**src/rtl/clint_pkg.sv**
```systemverilog
`timescale 1ns / 1ps

package clint_pkg;

    // Harts served by the block
    localparam int NUM_HARTS = 2;

    // Divider operand widths: widened cycle sum over cycles-per-microsecond
    localparam int DIVIDEND_W = 33;
    localparam int DIVISOR_W  = 32;

    // Operation codes carried in the kind field
    localparam logic [2:0] KIND_TICK      = 3'd0;
    localparam logic [2:0] KIND_READ      = 3'd1;
    localparam logic [2:0] KIND_WRITE     = 3'd2;
    localparam logic [2:0] KIND_SET_PEND  = 3'd3;
    localparam logic [2:0] KIND_CLR_PEND  = 3'd4;
    localparam logic [2:0] KIND_CHECK     = 3'd5;

    // Dense register map
    localparam logic [3:0] REG_TIME_LO = 4'd0;
    localparam logic [3:0] REG_TIME_HI = 4'd1;
    localparam logic [3:0] REG_CMP0_LO = 4'd2;
    localparam logic [3:0] REG_CMP0_HI = 4'd3;
    localparam logic [3:0] REG_CMP1_LO = 4'd4;
    localparam logic [3:0] REG_CMP1_HI = 4'd5;
    localparam logic [3:0] REG_SOFT0   = 4'd6;
    localparam logic [3:0] REG_SOFT1   = 4'd7;

    // Configuration register indexes
    localparam logic [1:0] CFG_CYCLES_PER_US = 2'd0;
    localparam logic [1:0] CFG_EXT_EN_HART0  = 2'd1;
    localparam logic [1:0] CFG_EXT_EN_HART1  = 2'd2;

    // Trap causes
    localparam logic [1:0] CAUSE_EXT   = 2'd0;
    localparam logic [1:0] CAUSE_SOFT  = 2'd1;
    localparam logic [1:0] CAUSE_TIMER = 2'd2;

    // Request into the divider
    typedef struct packed {
        logic                  start;
        logic [DIVIDEND_W-1:0] dividend;
        logic [DIVISOR_W-1:0]  divisor;
    } div_req_t;

endpackage

```
**src/rtl/clint_div.sv**
```systemverilog
`timescale 1ns / 1ps

// Restoring divider, one quotient bit per cycle.
module clint_div
(
    input  logic                                 clk,
    input  logic                                 rst_n,
    input  clint_pkg::div_req_t                  req,
    output logic                                 done,
    output logic [clint_pkg::DIVIDEND_W-1:0]     quotient,
    output logic [clint_pkg::DIVISOR_W-1:0]      remainder
);

    localparam int CNT_W = $clog2(clint_pkg::DIVIDEND_W + 1);

    logic                                busy_reg;
    logic                                done_reg;
    logic [CNT_W-1:0]                    count_reg;
    logic [clint_pkg::DIVIDEND_W-1:0]    quo_reg;
    logic [clint_pkg::DIVISOR_W-1:0]     rem_reg;
    logic [clint_pkg::DIVISOR_W-1:0]     dvs_reg;

    logic [clint_pkg::DIVISOR_W:0]       shifted;
    logic [clint_pkg::DIVISOR_W:0]       diff;
    logic                                q_bit;
    logic [clint_pkg::DIVISOR_W-1:0]     rem_next;

    always_comb
    begin
        shifted  = {rem_reg, quo_reg[clint_pkg::DIVIDEND_W-1]};
        diff     = shifted - {1'b0, dvs_reg};
        q_bit    = (shifted >= {1'b0, dvs_reg});
        // partial remainder always ends below the divisor
        rem_next = q_bit ? diff[clint_pkg::DIVISOR_W-1:0]
                         : shifted[clint_pkg::DIVISOR_W-1:0];
    end

    always_ff @(posedge clk or negedge rst_n)
    begin
        if (!rst_n)
        begin
            busy_reg  <= 1'b0;
            done_reg  <= 1'b0;
            count_reg <= '0;
        end
        else
        begin
            done_reg <= 1'b0;
            if (req.start)
            begin
                busy_reg  <= 1'b1;
                count_reg <= CNT_W'(clint_pkg::DIVIDEND_W);
            end
            else if (busy_reg)
            begin
                count_reg <= count_reg - CNT_W'(1);
                if (count_reg == CNT_W'(1))
                begin
                    busy_reg <= 1'b0;
                    done_reg <= 1'b1;
                end
            end
        end
    end

    always_ff @(posedge clk)
    begin
        if (req.start)
        begin
            quo_reg <= req.dividend;
            rem_reg <= '0;
            dvs_reg <= req.divisor;
        end
        else if (busy_reg)
        begin
            quo_reg <= {quo_reg[clint_pkg::DIVIDEND_W-2:0], q_bit};
            rem_reg <= rem_next;
        end
    end

    assign done      = done_reg;
    assign quotient  = quo_reg;
    assign remainder = rem_reg;

endmodule

```
**src/rtl/core_local_interruptor.sv**
```systemverilog
`timescale 1ns / 1ps

// Core-local interruptor for two harts: a 64-bit time counter, a 64-bit
// compare value and a software-interrupt bit per hart, and an external
// pending mask of NUM_EXT_IRQS bits. Every input word yields exactly one
// result word. Read, write, set/clear pending and check finish in the cycle
// they are accepted. A tick holds off the next acceptance until its divide
// ends: the widened cycle sum (remainder plus cycle_count, 33 bits) is
// divided by cycles_per_microsecond in a restoring divider at one
// quotient bit per cycle; on the divider's done the quotient is added to
// time and the remainder is stored. The tick's all-zero result is posted at
// acceptance, so the downstream side is never held by the divide. A
// cycles_per_microsecond of zero divides by one. The config port is always
// ready; write it only while the block is idle.
module core_local_interruptor
#(
    parameter int NUM_EXT_IRQS = 64
)
(
    input  logic        clk,
    input  logic        rst_n,

    input  logic        cfg_valid,
    output logic        cfg_ready,
    input  logic [1:0]  cfg_index,
    input  logic [63:0] cfg_data,

    input  logic        in_valid,
    output logic        in_ready,
    input  logic [2:0]  kind,
    input  logic [31:0] cycle_count,
    input  logic [3:0]  reg_index,
    input  logic [31:0] write_data,
    input  logic [7:0]  irq_number,
    input  logic [1:0]  hart_select,
    input  logic        global_enable,
    input  logic [2:0]  enable_mask,
    input  logic        hart_waiting,

    output logic        out_valid,
    input  logic        out_ready,
    output logic [31:0] read_data,
    output logic [2:0]  pending_bits,
    output logic        wake,
    output logic        take_trap,
    output logic [1:0]  trap_cause
);

    // sequencer: idle takes words, div waits on the divider
    typedef enum logic [1:0] {
        S_IDLE = 2'b01,
        S_DIV  = 2'b10
    } state_t;

    state_t state_reg, state_next;

    // configuration
    logic [31:0]             cpu_reg;
    logic [NUM_EXT_IRQS-1:0] ext_en_reg [clint_pkg::NUM_HARTS];

    // architectural state
    logic [63:0]             time_reg;
    logic [63:0]             cmp_reg [clint_pkg::NUM_HARTS];
    logic                    soft_reg [clint_pkg::NUM_HARTS];
    logic [NUM_EXT_IRQS-1:0] ext_pend_reg;
    logic [31:0]             crem_reg;

    // result word
    logic        out_valid_reg;
    logic [31:0] read_data_reg;
    logic [2:0]  pend_reg;
    logic        wake_reg;
    logic        take_reg;
    logic [1:0]  cause_reg;

    logic                    in_fire;
    logic                    cfg_fire;
    logic                    is_tick;
    logic [31:0]             rd_next;
    logic [2:0]              pend_next;
    logic [2:0]              deliver;
    logic                    wake_next;
    logic                    take_next;
    logic [1:0]              cause_next;
    logic                    hart_ok;
    logic                    h;
    logic [NUM_EXT_IRQS-1:0] irq_sel;

    clint_pkg::div_req_t                div_req;
    logic                               div_done;
    logic [clint_pkg::DIVIDEND_W-1:0]   div_quo;
    logic [clint_pkg::DIVISOR_W-1:0]    div_rem;

    assign cfg_ready = 1'b1;
    assign cfg_fire  = cfg_valid && cfg_ready;

    // the output register may be refilled in the cycle it drains
    assign in_ready = (state_reg == S_IDLE) && (!out_valid_reg || out_ready);
    assign in_fire  = in_valid && in_ready;
    assign is_tick  = (kind == clint_pkg::KIND_TICK);

    // ---------------------------------------------------------------
    // Divider request: widened sum never wraps, zero divisor acts as one
    // ---------------------------------------------------------------
    always_comb
    begin
        div_req.start    = in_fire && is_tick;
        div_req.dividend = {1'b0, crem_reg} + {1'b0, cycle_count};
        div_req.divisor  = (cpu_reg == 32'd0) ? 32'd1 : cpu_reg;
    end

    clint_div u_div
    (
        .clk       (clk),
        .rst_n     (rst_n),
        .req       (div_req),
        .done      (div_done),
        .quotient  (div_quo),
        .remainder (div_rem)
    );

    always_comb
    begin
        state_next = state_reg;
        case (state_reg)
            S_IDLE:
            begin
                if (in_fire && is_tick)
                    state_next = S_DIV;
            end
            S_DIV:
            begin
                if (div_done)
                    state_next = S_IDLE;
            end
            default:
                state_next = S_IDLE;
        endcase
    end

    // ---------------------------------------------------------------
    // Register read mux
    // ---------------------------------------------------------------
    always_comb
    begin
        rd_next = 32'd0;
        if (kind == clint_pkg::KIND_READ)
        begin
            case (reg_index)
                clint_pkg::REG_TIME_LO: rd_next = time_reg[31:0];
                clint_pkg::REG_TIME_HI: rd_next = time_reg[63:32];
                clint_pkg::REG_CMP0_LO: rd_next = cmp_reg[0][31:0];
                clint_pkg::REG_CMP0_HI: rd_next = cmp_reg[0][63:32];
                clint_pkg::REG_CMP1_LO: rd_next = cmp_reg[1][31:0];
                clint_pkg::REG_CMP1_HI: rd_next = cmp_reg[1][63:32];
                clint_pkg::REG_SOFT0:   rd_next = {31'd0, soft_reg[0]};
                clint_pkg::REG_SOFT1:   rd_next = {31'd0, soft_reg[1]};
                default:                rd_next = 32'd0;
            endcase
        end
    end

    // ---------------------------------------------------------------
    // Interrupt check: priority external, software, timer
    // ---------------------------------------------------------------
    always_comb
    begin
        hart_ok    = (hart_select < 2'(clint_pkg::NUM_HARTS));
        h          = hart_select[0];
        pend_next  = 3'd0;
        wake_next  = 1'b0;
        take_next  = 1'b0;
        cause_next = clint_pkg::CAUSE_EXT;
        deliver    = 3'd0;
        if (kind == clint_pkg::KIND_CHECK)
        begin
            if (hart_ok)
            begin
                pend_next[0] = soft_reg[h];
                pend_next[1] = (time_reg >= cmp_reg[h]);
                pend_next[2] = |(ext_pend_reg & ext_en_reg[h]);
            end
            if (global_enable)
                deliver = pend_next & enable_mask;
            wake_next = hart_waiting && (|deliver);
            take_next = |deliver;
            if (deliver[2])
                cause_next = clint_pkg::CAUSE_EXT;
            else if (deliver[0])
                cause_next = clint_pkg::CAUSE_SOFT;
            else if (deliver[1])
                cause_next = clint_pkg::CAUSE_TIMER;
        end
    end

    // one-hot select of the addressed external line; out of range hits none
    always_comb
    begin
        for (int i = 0; i < NUM_EXT_IRQS; i++)
            irq_sel[i] = (irq_number == 8'(i));
    end

    // ---------------------------------------------------------------
    // State registers
    // ---------------------------------------------------------------
    always_ff @(posedge clk or negedge rst_n)
    begin
        if (!rst_n)
        begin
            state_reg     <= S_IDLE;
            out_valid_reg <= 1'b0;
            cpu_reg       <= 32'd1;
            time_reg      <= 64'd0;
            ext_pend_reg  <= '0;
            crem_reg      <= 32'd0;
            for (int i = 0; i < clint_pkg::NUM_HARTS; i++)
            begin
                ext_en_reg[i] <= '0;
                cmp_reg[i]    <= '1;
                soft_reg[i]   <= 1'b0;
            end
        end
        else
        begin
            state_reg <= state_next;

            if (in_fire)
                out_valid_reg <= 1'b1;
            else if (out_ready)
                out_valid_reg <= 1'b0;

            if (cfg_fire)
            begin
                case (cfg_index)
                    clint_pkg::CFG_CYCLES_PER_US: cpu_reg <= cfg_data[31:0];
                    clint_pkg::CFG_EXT_EN_HART0:
                        ext_en_reg[0] <= cfg_data[NUM_EXT_IRQS-1:0];
                    clint_pkg::CFG_EXT_EN_HART1:
                        ext_en_reg[1] <= cfg_data[NUM_EXT_IRQS-1:0];
                    default: ;
                endcase
            end

            // end of a tick: advance time, keep the leftover cycles
            if (state_reg == S_DIV && div_done)
            begin
                time_reg <= time_reg + {31'd0, div_quo};
                crem_reg <= div_rem;
            end

            if (in_fire)
            begin
                case (kind)
                    clint_pkg::KIND_WRITE:
                    begin
                        case (reg_index)
                            clint_pkg::REG_TIME_LO: time_reg[31:0]    <= write_data;
                            clint_pkg::REG_TIME_HI: time_reg[63:32]   <= write_data;
                            clint_pkg::REG_CMP0_LO: cmp_reg[0][31:0]  <= write_data;
                            clint_pkg::REG_CMP0_HI: cmp_reg[0][63:32] <= write_data;
                            clint_pkg::REG_CMP1_LO: cmp_reg[1][31:0]  <= write_data;
                            clint_pkg::REG_CMP1_HI: cmp_reg[1][63:32] <= write_data;
                            clint_pkg::REG_SOFT0:   soft_reg[0] <= write_data[0];
                            clint_pkg::REG_SOFT1:   soft_reg[1] <= write_data[0];
                            default: ;
                        endcase
                    end
                    clint_pkg::KIND_SET_PEND: ext_pend_reg <= ext_pend_reg | irq_sel;
                    clint_pkg::KIND_CLR_PEND: ext_pend_reg <= ext_pend_reg & ~irq_sel;
                    default: ;
                endcase
            end
        end
    end

    // result payload
    always_ff @(posedge clk)
    begin
        if (in_fire)
        begin
            read_data_reg <= rd_next;
            pend_reg      <= pend_next;
            wake_reg      <= wake_next;
            take_reg      <= take_next;
            cause_reg     <= cause_next;
        end
    end

    assign out_valid    = out_valid_reg;
    assign read_data    = read_data_reg;
    assign pending_bits = pend_reg;
    assign wake         = wake_reg;
    assign take_trap    = take_reg;
    assign trap_cause   = cause_reg;

`ifndef ASSERT_OFF
    // no word is taken while a divide is in flight
    a_busy_blocks_input: assert property (@(posedge clk) disable iff (!rst_n)
        (state_reg == S_DIV) |-> !in_ready)
        else $error("input accepted during divide");

    // divider only finishes while the sequencer waits on it
    a_done_in_div: assert property (@(posedge clk) disable iff (!rst_n)
        div_done |-> (state_reg == S_DIV))
        else $error("divider done outside divide state");

    // an accepted tick starts a divide and posts a result word
    a_tick_starts_div: assert property (@(posedge clk) disable iff (!rst_n)
        (in_fire && is_tick) |=> (state_reg == S_DIV) && out_valid_reg)
        else $error("tick did not start divide");
`endif

endmodule

```
**config.mk**
```make
export PLATFORM = sky130hd
export DESIGN_NAME = core_local_interruptor
export DESIGN_NICKNAME = d
export VERILOG_FILES = /design/src/rtl/clint_pkg.sv /design/src/rtl/clint_div.sv /design/src/rtl/core_local_interruptor.sv
export SDC_FILE = /design/constraint.sdc
export NUM_CORES = 1
export LEC_CHECK = 0
export BUFFER_PORTS_ARGS = -buffer_cell sky130_fd_sc_hd__buf_2
export CORE_ASPECT_RATIO = 1.5
export CORE_UTILIZATION = 55
export CTS_BUF_LIST = sky130_fd_sc_hd__clkbuf_16
export CTS_CLUSTER_SIZE = 16
export DETAILED_ROUTE_END_ITERATION = 8
export PLACE_DENSITY = 0.81
export SLEW_MARGIN = 25
export SYNTH_ARGS = -nofsm -noshare
export SYNTH_HDL_FRONTEND = slang
export SYNTH_SLANG_ARGS = --single-unit
```
**constraint.sdc**
```tcl
create_clock -name clk -period 4.9 [get_ports clk]
set_input_delay 1.225 -clock clk [delete_from_list [all_inputs] [get_ports clk]]
set_output_delay 1.225 -clock clk [all_outputs]
set_load 0.02 [all_outputs]
```
# Yosys cells after proc, flatten, opt, wreduce, memory -nomap -nowiden

Index checks and enable logic that the tools add are counted.

Magnitude comparators: 4
Equal/unequal tests: 82
Add/subtract/negate cells: 4
Mux-type cells: 38
Reduce and logical (&&, ||, !) cells: 30
Bitwise operators: 7

Operators by type and width:

| kind                                                 | count |
|---|---|
| two-way mux 64 bit                                   | 9 |
| equality test 8 x 6 -> 1 bit (second input constant) | 32 |
| case mux 32 bit (8 select lines)                     | 1 |
| bitwise AND 64 bit                                   | 2 |
| equality test 8 x 5 -> 1 bit (second input constant) | 16 |
| case mux 64 bit (2 select lines)                     | 1 |
| two-way mux 32 bit                                   | 3 |
| two-way mux 33 bit                                   | 2 |
| adder 64 x 33 -> 64 bit                              | 1 |
| equality test 8 x 4 -> 1 bit (second input constant) | 8 |
| greater-or-equal comparator 64 bit                   | 1 |
| inverter 64 bit                                      | 1 |
| bitwise OR 64 bit                                    | 1 |
| OR reduction 64 bit                                  | 1 |
| adder 32 x 32 -> 33 bit                              | 1 |
| greater-or-equal comparator 33 x 32 -> 1 bit         | 1 |
| equality test 8 x 3 -> 1 bit (second input constant) | 4 |
| zero test 32 bit                                     | 1 |
| subtractor 32 bit                                    | 1 |
| AND reduction 3 bit                                  | 6 |
| equality test 4 x 3 -> 1 bit (second input constant) | 4 |
| equality test 8 x 2 -> 1 bit (second input constant) | 2 |
| two-way mux 1 bit                                    | 12 |
| two-way mux 3 bit                                    | 4 |
| 31 further kinds                                     | 50 |

Input bits: 157
Flip-flop bits (word level): 597

# Longest topological paths before layout

Word-level depth: 13
Depth in mapped cells: 16

# By module

A second synthesis with hierarchy kept.

Cells, all modules: 3,099
Area, all modules: 33,514.6 um^2

By module, submodules not included:

| module                 | cells an instance | area each (um^2) | instances |
|---|---|---|---|
| core_local_interruptor | 2,485             | 27,139.8         | 1 |
| clint_div              | 614               | 6,374.9          | 1 |

# Worst setup path before layout

Ideal clock, no wire load.

Kind: input to register
Start point: input hart_select[0]
End point: register cause_reg[1], in the netlist trap_cause[1] (data pin)
Setup slack: -186 ps
Cell stages on the path: 16
Buffers on the path: 4
Arrival: 4,830 ps
Data required time: 4,644 ps
Path through: clkbuf_1 -> clkbuf_1 -> clkbuf_1 -> buf_1 -> mux2i_1 -> ha_1 -> a21o_1 -> a21o_1 -> a21o_1 -> a211oi_1 -> o211ai_1 -> a2111oi_0 -> o21ai_0 -> a21boi_0 -> o21a_1 -> nor4b_1

Longest elaborated chain between the ends: 12
Elaborated cells between the ends (all ways): 21
Those cells by class: 2 x order compare; 14 x mux; 3 x bitwise; 2 x reduce/logical

RTL lines:

| element                                                                                    | RTL line                      | source |
|---|---|---|
| start, declared                                                                            | core_local_interruptor.sv:35  | `input logic [1:0] hart_select,` |
| parallel branches: the longest is 6 deep, another holds greater-or-equal comparator 64 bit | --                            |  |
| two-way mux 3 bit *                                                                        | core_local_interruptor.sv:177 | `if (hart_ok)` |
| two-way mux 3 bit *                                                                        | core_local_interruptor.sv:175 | `if (kind == clint_pkg::KIND_CHECK)` |
| bitwise AND 3 bit *                                                                        | core_local_interruptor.sv:184 | `deliver = pend_next & enable_mask;` |
| two-way mux 3 bit *                                                                        | core_local_interruptor.sv:183 | `if (global_enable)` |
| two-way mux 3 bit *                                                                        | core_local_interruptor.sv:175 |  |
| OR reduction 3 bit (no line)                                                               | --                            |  |
| end signal, assigned                                                                       | core_local_interruptor.sv:285 | `cause_reg <= cause_next;` |
| end, declared                                                                              | core_local_interruptor.sv:74  | `logic [1:0] cause_reg;` |

Every way passes the cells marked *. The select of a mux whose other input is x is not followed.
A chain may end at the register's enable or synchronous reset.

# Worst setup path in the final report

Ends and elaborated chain as after synthesis.

==> metrics.csv <==
stage,metric,value,unit
setup_path,slowest_stage,o21ai_0,
clock_network,root_buffer,clkbuf_16,
final_layout,postLayoutCoreUtil,62.19,%
flow_run,maxCapViolCount,0,
drt,drt-vias-per-instance,6.335,
drt,firstDrtPassIters,5,
place,place_hpwl,66440,um
place,io_buffers,197,
setup_path,crit_path_max_fanout,14,
synth,synth-seq-cells,597,
clock_network,ctsLongestPathBuffers,3,
clock_network,insertion_delay,0.64,ns
floorplanning,num_rows,109,
grt,grt_pass1_vias,25960,
synth,ys_warn_count,0,
sta,final.setup.tns,0,ns
floorplanning,die_area,0.06097,mm^2
clock_network,cts_num_sinks,597,
floorplanning,die_w,201.9,um
hold_path,worstHoldPathCells,0,
setup_path,required,5.34,ns
drt,vias,25490,
setup_path,critPathTopFamily,compound AO/OA/AOI/OAI gates,
sta,worst_pin_slew,1.023,ns
setup_path,critPathCaptureType,flip-flop,
sta,clock_skew,0.02296,ns
sta,worst_hold_slack,0.4671,ns
drt,wl_per_cell,22.69,um
drt,initialDrtViolationCount,1687,
power,ir_drop,0.4003,mV
setup_path,r2r-start,u_div.quotient[32],
sta,finalCritPeriodShare,83.70,%
hold_path,min_to,u_div.dvs_reg[20],
clock_network,cts_setup_buffers,0,
synth,ys_types,82,
synth,synth-edff-count,104,
drt,drtAntennaViolNets,0,
synth,synthFlopType,dfrtp_1,
grt,grt_util_all_layers,30.07,%
final_layout,post-route-cell-area,0.03672,mm^2
grt,grt_max_degree,92,
sta,rsz0062_at_grt,no,
synth,synth_top_area_share,25.12,%
setup_path,cp.arrival,4.54,ns
sta,fin_ws,0.7986,ns
grt,grt_overflow,0,
final_layout,syn2layout_area_growth,11.36,%
clock_network,clk_pin_slew_worst_paths,0.07,ns
sta,setup_viol,0,
power,p_leak,15.86,nW
setup_path,critPathKind,input pin to flip-flop,
final_layout,final_cells,4023,
synth,avgSynthCellArea,10.69,um^2
grt,antenna_found_initial,10,
place,place_area,0.03470,mm^2
synth,async_flop_share,77.22,%
sta,timing.fmax,243.8,MHz
floorplanning,initial_core_util,55.85,%
drt,drc_errors,0,
floorplanning,die_h,301.9,um
clock_network,holdBufCountCts,0,
setup_path,r2r_slack,0.86,ns
synth,synthCells,3084,
clock_network,cts.repair.resized,0,
setup_path,cp_cell_sequence,buf_6 -> mux2_2 -> ha_1 -> nand2b_1 -> a21o_1 -> a21o_1 -> a211oi_1 -> o211ai_1 -> a2111oi_0 -> o21ai_0 -> a21boi_0 -> o21a_1 -> nor4b_1,
setup_path,cpPeakStageDelay,0.65,ns
status,status,completed,
sta,finalCriticalPeriod,4.101,ns
synth,yosysTopAreaCell,dfrtp_1,
synth,yosys-top-cells-area,"dfrtp_1 25%, mux2_2 12%, dfstp_2 10%",
hold_path,min_path_type,flip-flop to flip-flop,
power,p_total,11.02,mW
synth,syn_nets,3407,
floorplanning,core-area,0.05905,mm^2
setup_path,worstReg2RegEnd,u_div.remainder[30],
clock_network,cts_tree,done,
place,place_congestion,0.9736,
drt,wirelength,91270,um
clock_network,numCtsBuffers,57,
sta,final-hold-violation-count,0,
sta,maxSlewViolCount,0,
setup_path,start_kind,input pin,
floorplanning,io_pins,199,
synth,synth_commonest_cells,"357 x mux2_2, 331 x dfrtp_1, 242 x nand2_1",
sta,relSlewSlack,31.79,%
synth,mappedNetlistArea,0.03298,mm^2
setup_path,r2r_cells,13,
synth,synth_seq_area_share,46.89,%
setup_path,crit_buf_inv,1,
final_layout,drive_gt1_share,26.96,%
power,p_per_area,300.0,mW/mm^2
final_layout,final_nets,3516,
hold_path,hold_start,cpu_reg[20],
grt,grt_pass1_wl,142900,um
place,pre_cts_slack,0.2500,ns
clock_network,h-tree-depth,2,
setup_path,path_common_cell,a21o_1,
place,place_inst,3911,
synth,yosysMostFrequentCell,mux2_2,
-- power breakdown --
group	switching [mW]	internal, mW	total [mW]
logic	0.406	0.398	0.803
clock network	2.00	2.73	4.73
registers	0.180	5.30	5.48
total	2.58	8.44	11.0
-- area by class of cell --
cell class	instances	area, um^2
diodes	4	10.01
clock buffers	61	1526
clock inverters	47	484.2
fillers	4682	22330
inverters	68	255.2
multi-input cells	2217	16550
flip-flops and latches	597	15460
well taps	777	972.2
repair buffers	252	1465
-- cells in the final DEF (no fill, tap or decap), drive strengths merged, types with 9 or more instances in the layout --
cell    instances
nor2          150
or3            18
a22oi         125
a21oi         223
and3           24
o21a           16
o21ai         151
o211ai          9
a21o           77
and2            9
nor3b           9
edfxtp        104
or4            12
nand4          45
mux2i          93
o21bai         17
nand2b         29
nand3          41
o31ai          27
nor3           28
dfstp         130
nand2         243
a31oi         119
nor4           13
ha            163
dfxtp          32
xor2           24
nand3b          9
xnor2          67
inv            84
mux2          357
a211oi         21
clkinv         19
bufinv          9
dfrtp         331
clkbuf         61
buf           252
nor2b          18
-- worst max path at each step --
stage | from | end | slack [ns] | cells after the start
after floorplan | hart_select[0] | trap_cause[1] | 0.005 | 15
after global placement | hart_select[0] | trap_cause[1] | 0.32 | 13
after detailed placement | hart_select[0] | trap_cause[1] | 0.25 | 13
after CTS | hart_select[0] | trap_cause[1] | 0.89 | 13
after global routing | u_div.quotient[32] | u_div.remainder[30] | 0.72 | 13
final | hart_select[0] | trap_cause[1] | 0.80 | 13
-- per-layer routing --
layer	wire length, um	vias up	GRT usage, %
met4	6943	14	20.42
met1	32740	12400	33.00
li1	-	11680	-
met2	45940	1029	53.17
met5	81	-	0
met3	5563	358	5.171
-- kinds of logic (layout without fill, tap and decap cells) --
group / count (synthesis) / count (layout) / synth area share, %
DFF: 597 / 597 / 46.89
muxes: 450 / 450 / 15.01
xor gates and xnor gates: 91 / 91 / 2.417
buffers and inverters: 270 / 428 / 3.198
other: 1 / 5 / 0.01137
adders and majority gates: 166 / 166 / 6.366
and+or+nand+nor: 670 / 670 / 9.731
AOI/OAI and AO/OA: 839 / 839 / 16.38
(Power assumes the default switching activity.)
